===== src/design/swmt_pkg.sv =====
// shared types and constants for the sliding window mode tracker
package swmt_pkg;

    // default configuration
    localparam int VALUE_BITS_DEF = 12;
    localparam int MAX_COUNT_DEF  = 4096;

    // mode field codes
    localparam logic MODE_ADD    = 1'b0;
    localparam logic MODE_REMOVE = 1'b1;

    // operations of the shared increment / decrement unit
    typedef enum logic {
        ALU_INC,
        ALU_DEC
    } alu_op_t;

    // table access strobes from the sequencer
    typedef struct packed {
        logic vc_re;
        logic vc_we;
        logic pop_re;
        logic pop_we;
    } tbl_cmd_t;

endpackage


===== src/design/swmt_alu.sv =====
// shared increment / decrement unit with zero detect
module swmt_alu
    import swmt_pkg::*;
#(
    parameter int W = 14
)
(
    input  logic [W-1:0] a,
    input  alu_op_t      op,
    output logic [W-1:0] y,
    output logic         y_zero
);

    always_comb
    begin
        case (op)
            ALU_INC: y = a + W'(1);
            ALU_DEC: y = a - W'(1);
            default: y = a;
        endcase
    end

    assign y_zero = (y == '0);

endmodule


===== config.mk =====
export PLATFORM = sky130hd
export DESIGN_NAME = swmt_alu
export DESIGN_NICKNAME = d
export VERILOG_FILES = /design/src/design/swmt_pkg.sv /design/src/design/swmt_alu.sv
export SDC_FILE = /design/constraint.sdc
export NUM_CORES = 1
export LEC_CHECK = 0
export BUFFER_PORTS_ARGS = -buffer_cell sky130_fd_sc_hd__buf_4
export CAP_MARGIN = 20
export CORE_MARGIN = 10
export CORE_UTILIZATION = 57
export DETAILED_ROUTE_END_ITERATION = 10
export PLACE_DENSITY = 0.95
export RECOVER_POWER = 100
export SYNTH_ARGS = -nofsm -noshare
export SYNTH_HDL_FRONTEND = slang
export SYNTH_SLANG_ARGS = --single-unit

===== constraint.sdc =====
create_clock -name vclk -period 3.6
set_clock_uncertainty 0.2 [all_clocks]
set_input_delay 0.54 -clock vclk [all_inputs]
set_output_delay 0.54 -clock vclk [all_outputs]
set_load 0.1 [all_outputs]

==> results of run 1 <==
-- logic make-up after synthesis --
family | count (synthesis) | synth area share [%]
compound gates | 37 | 39.5
simple gates | 37 | 24.2
fa+ha+maj | 14 | 22.8
buf+inv | 12 | 5.77
xor+xnor | 6 | 6.55
mux | 1 | 1.25
-- stage by stage --
step	instance area, sq um	cells	hold slack [ps]
2_1_floorplan	902	107	1220
3_3_place_gp	1230	162	1360
3_5_place_dp	1230	162	1370
4_1_cts	1250	162	1370
-- repair_timing --
action                                  CTS
pin swaps                                 2
resized for setup                         2
setup buffers                             0
endpoints found under the setup margin    1
==> Implementation_results.wiki, run 1 <==
{| class="wikitable"
! Metric !! Value
|-
| Half-perimeter wire length after detailed placement || 2.89 mm
|-
| Die width || 57.5 um
|-
| Most repeated cell in the gate-level netlist after synthesis || sky130_fd_sc_hd__ha_1
|-
| Outcome || did not finish
|-
| Cell Area, Synth || 802 sq um
|-
| Leading cell types by total area after synthesis || sky130_fd_sc_hd__ha_1, sky130_fd_sc_hd__a21oi_1, sky130_fd_sc_hd__nor2_1
|-
| Sequential fraction of the synthesis area || 0%
|-
| Maximum number of pins on one net before global-route repair || 10
|-
| Number of cells produced by synthesis || 107
|-
| Cell type with the largest total area after synthesis || sky130_fd_sc_hd__ha_1
|-
| Effective utilization at floorplan || 60.9%
|-
| Count of distinct cell types in the synthesized netlist || 40
|-
| Number of buffers inserted by hold repair at cts || 0
|-
| Die Ht || 57.5 um
|-
| Worst_ep grt || y_zero
|-
| Ports || 30
|-
| Most frequent cells after synthesis || sky130_fd_sc_hd__ha_1, sky130_fd_sc_hd__a21oi_1, sky130_fd_sc_hd__nor2_1
|-
| Worst slack, placed || -71.7 ps
|-
| Proportion of netlist area held by the largest area contributor || 20.3%
|-
| Syn nets || 136
|-
| Syn. warnings || 0
|-
| Avg Cell Area, Syn || 7.50 sq um
|-
| Last stage reached || global routing
|-
| Quantity of I/O buffers inserted on ports || 30
|-
| First Err || [ERROR DPL-0038] Utilization greater than 100%, impossible to legalize
|-
| Kind of the worst endpoint || top-level output
|-
| Gpl congestion || slightly below 0.9
|-
| Placement row count || 13
|}
==> inputs of run 2 (changes only) <==
Settings changed: CORE_AREA set to 10 10 71 73, CORE_MARGIN 10 to not set, CORE_UTILIZATION 57 to not set, DIE_AREA set to 0 0 81 83, PLACE_DENSITY 0.95 to not set, PLACE_DENSITY_LB_ADDON set to 0.15.
==> run 2 against run 1 <==
  * The flow now finishes without violations
  * Area after synthesis did not move
  * Synthesized cell count did not move
==> Implementation_results.wiki, run 2 <==
{| class="wikitable"
! Metric !! Value
|-
| Remaining global-route overflow || 0
|-
| Ports || 30
|-
| Most used cells in the layout excluding fill and tap cells || sky130_fd_sc_hd__buf_4, sky130_fd_sc_hd__nor2_1, sky130_fd_sc_hd__inv_1, sky130_fd_sc_hd__a21oi_1
|-
| Fin. Hold Viols || 0
|-
| Global-route wire length before repair || about 4.4 mm
|-
| Most common library cell in the layout ignoring fill and taps || sky130_fd_sc_hd__buf_4
|-
| Placement row count || 22
|-
| Final cell count without fillers || 202
|-
| Maximum number of pins on one net before global-route repair || 10
|-
| Most repeated cell in the gate-level netlist after synthesis || sky130_fd_sc_hd__ha_1
|-
| Final antenna-violating net count || 0
|-
| Die Footprint || 6720 sq um
|-
| Register area || 0 sq um
|-
| Design Power || 0.000504 W
|-
| Vias in the first global route || between 900 and 1000
|-
| Dpl cells || 200
|-
| Gpl congestion || between 0.7 and 0.8
|-
| Syn nets || 136
|-
| Max stage delay cell, worst path || sky130_fd_sc_hd__o41ai_4
|-
| Share of cells above drive strength 1 || 49.4%
|-
| Startpoint kind of the worst setup timing path || primary input
|-
| Worst slew margin || 21.6%
|-
| Remaining design rule violation count || 0
|-
| Critical path data required time || 2860 ps
|-
| Highest attainable clock frequency || 286 MHz
|-
| Die Ht || 83 um
|-
| Number of antenna violations at the first check in global routing || 0
|-
| Post-layout net count || 185
|-
| Leading cell types by total area after synthesis || sky130_fd_sc_hd__ha_1, sky130_fd_sc_hd__a21oi_1, sky130_fd_sc_hd__nor2_1
|-
| Type of element capturing the critical path || primary output
|-
| Initial detailed-routing violation count || 25
|-
| Proportion of netlist area held by the largest area contributor || 20.3%
|-
| Half-perimeter wire length after detailed placement || 2.38 mm
|-
| Routed vias || 949
|-
| Effective utilization at floorplan || between 20% and 30%
|-
| Overall fraction of global-route tracks in use || 7.41%
|-
| Critical path startpoint || op
|-
| Worst IR Drop VDD || 0.105 mV
|-
| Count of final max-slew check failures || 0
|-
| Hold Path Depth || 5
|-
| Number of buffers inserted by hold repair at cts || 0
|-
| Most frequent cells after synthesis || sky130_fd_sc_hd__ha_1, sky130_fd_sc_hd__a21oi_1, sky130_fd_sc_hd__nor2_1
|-
| Ratio of routed vias to standard cells || 4.70
|-
| Layout overhead on the synthesized area || 73.2%
|-
| Largest family of logic cells by synthesized area || compound AO/OA/AOI/OAI gates
|-
| Maximum fanout count along the critical path || 7
|-
| Crit Path Category || in2out
|-
| Sequential cell count of the final layout || 0
|-
| Pwr dens || 363 nW/um^2
|-
| Largest stage delay, worst path || 460 ps
|-
| Syn. warnings || 0
|-
| Count of distinct cell types in the synthesized netlist || 40
|-
| Avg Cell Area, Syn || 7.50 sq um
|-
| Leakage power figure || 0.613 nW
|-
| Critical path, cell by cell || buf_4 > ha_4 > a21oi_2 > o21bai_2 > clkbuf_4 > o21a_4 > o41ai_4 > xnor2_4 > nor4_4 > buf_6
|-
| Die width || 81 um
|-
| Final core utilization || 38.2%
|-
| Placeable Area || 3630 sq um
|-
| Final setup violation count || 0
|-
| WP data arrival || 2760 ps
|-
| Fillcell total || 416
|-
| Layout clock buffer count || 0
|-
| Share of the synthesized area in compound gates (AO/OA/AOI/OAI) || 39.5%
|-
| Adder-cell area share of the yosys netlist || 22.8%
|-
| Clock period minus worst slack || 3500 ps
|-
| Wire length per cell || 13.4 um
|-
| TritonRoute pass-1 iters || 3
|-
| Slew @ Worst Pin || approximately 1200 ps
|-
| Worst slack, placed || -58.1 ps
|-
| Quantity of I/O buffers inserted on ports || 30
|-
| Xor and xnor area share after synthesis || 6.55%
|-
| Worst setup slack after layout || roughly 100 ps
|-
| Simple logic cell fraction of the synthesized area || 24.2%
|-
| Cell type with the largest total area after synthesis || sky130_fd_sc_hd__ha_1
|-
| Final routed wirelength across all metal layers || 2.71 mm
|-
| Outcome || complete, no violations
|-
| Number of maximum-capacitance constraint violations || 0
|-
| Number of cells produced by synthesis || 107
|-
| Mux share of post-synthesis cell area || 1.25%
|-
| Final clock period utilization by the worst path || a little over nine tenths
|-
| Path category of the worst min-delay check || in2out
|-
| Capturing element of the worst setup path || y_zero
|-
| Final antenna diode count || 0
|-
| Sequential fraction of the synthesis area || 0%
|-
| Cell Area, Synth || 802 sq um
|}
==> run 2: how the worst min path moves through the flow <==
stage / from / end
after floorplan: a[0] / y[0]
after global placement: a[0] / y[0]
after detailed placement: a[0] / y[0]
after CTS: a[0] / y[0]
after global routing: a[13] / y_zero
final: a[13] / y_zero
==> run 2: worst max-delay path: cells and delay by family <==
family	cells	cell delay (ps)
fa+ha+maj	1	240
compound gates	4	970
xor+xnor	1	140
buf+inv	3	570
simple gates	1	290
==> run 2: layout make-up <==
class                           count  area, sq um  share of cell area (%)
Multi-Input combinational cell     95          941                    67.7
Timing Repair Buffer               51          358                    25.8
Inverter                            8         30.0                    2.16
Tap cell                           48         60.1                    4.32
==> run 2: cell families after synthesis <==
family / count (synthesis)
multiplexers: 1
adder cells (fa/ha/maj): 14
AND/OR/NAND/NOR: 37
AO/OA/AOI/OAI: 37
XOR/XNOR: 6
buffers and inverters: 12
==> run 2: metrics by stage <==
stage | cell area, sq um | setup TNS [ps] | hold WS [ps]
3_3_place_gp | 1330 | -2.13 | 1350
2_1_floorplan | 902 | -537 | 1220
4_1_cts | 1340 | 0 | 1350
5_1_grt | 1390 | -5.20 | 1520
6_report | 1390 | 0 | 1480
3_5_place_dp | 1330 | -58.1 | 1350
==> run 2: what timing repair did <==
action / in CTS / in global routing
pin swaps: 3 / 9
setup endpoints to repair: 1 / 1
setup buffers: 0 / 2
resized for setup: 2 / 10
==> run 2: power breakdown <==
group | total, W | internal [W] | switching (W)
Combinational | 0.000504 | 0.000148 | 0.000355
Clock | 0 | 0 | 0
Sequential | 0 | 0 | 0
Total | 0.000504 | 0.000148 | 0.000355
==> run 2: routing by layer <==
metal	part of all wire [%]	wire, um	GRT usage, %
met1	43	1160	8.69
met5	0	0	0
met3	4.7	128	1.08
met4	0	0	0
met2	52	1420	14.2
(Power assumes the default switching activity.)
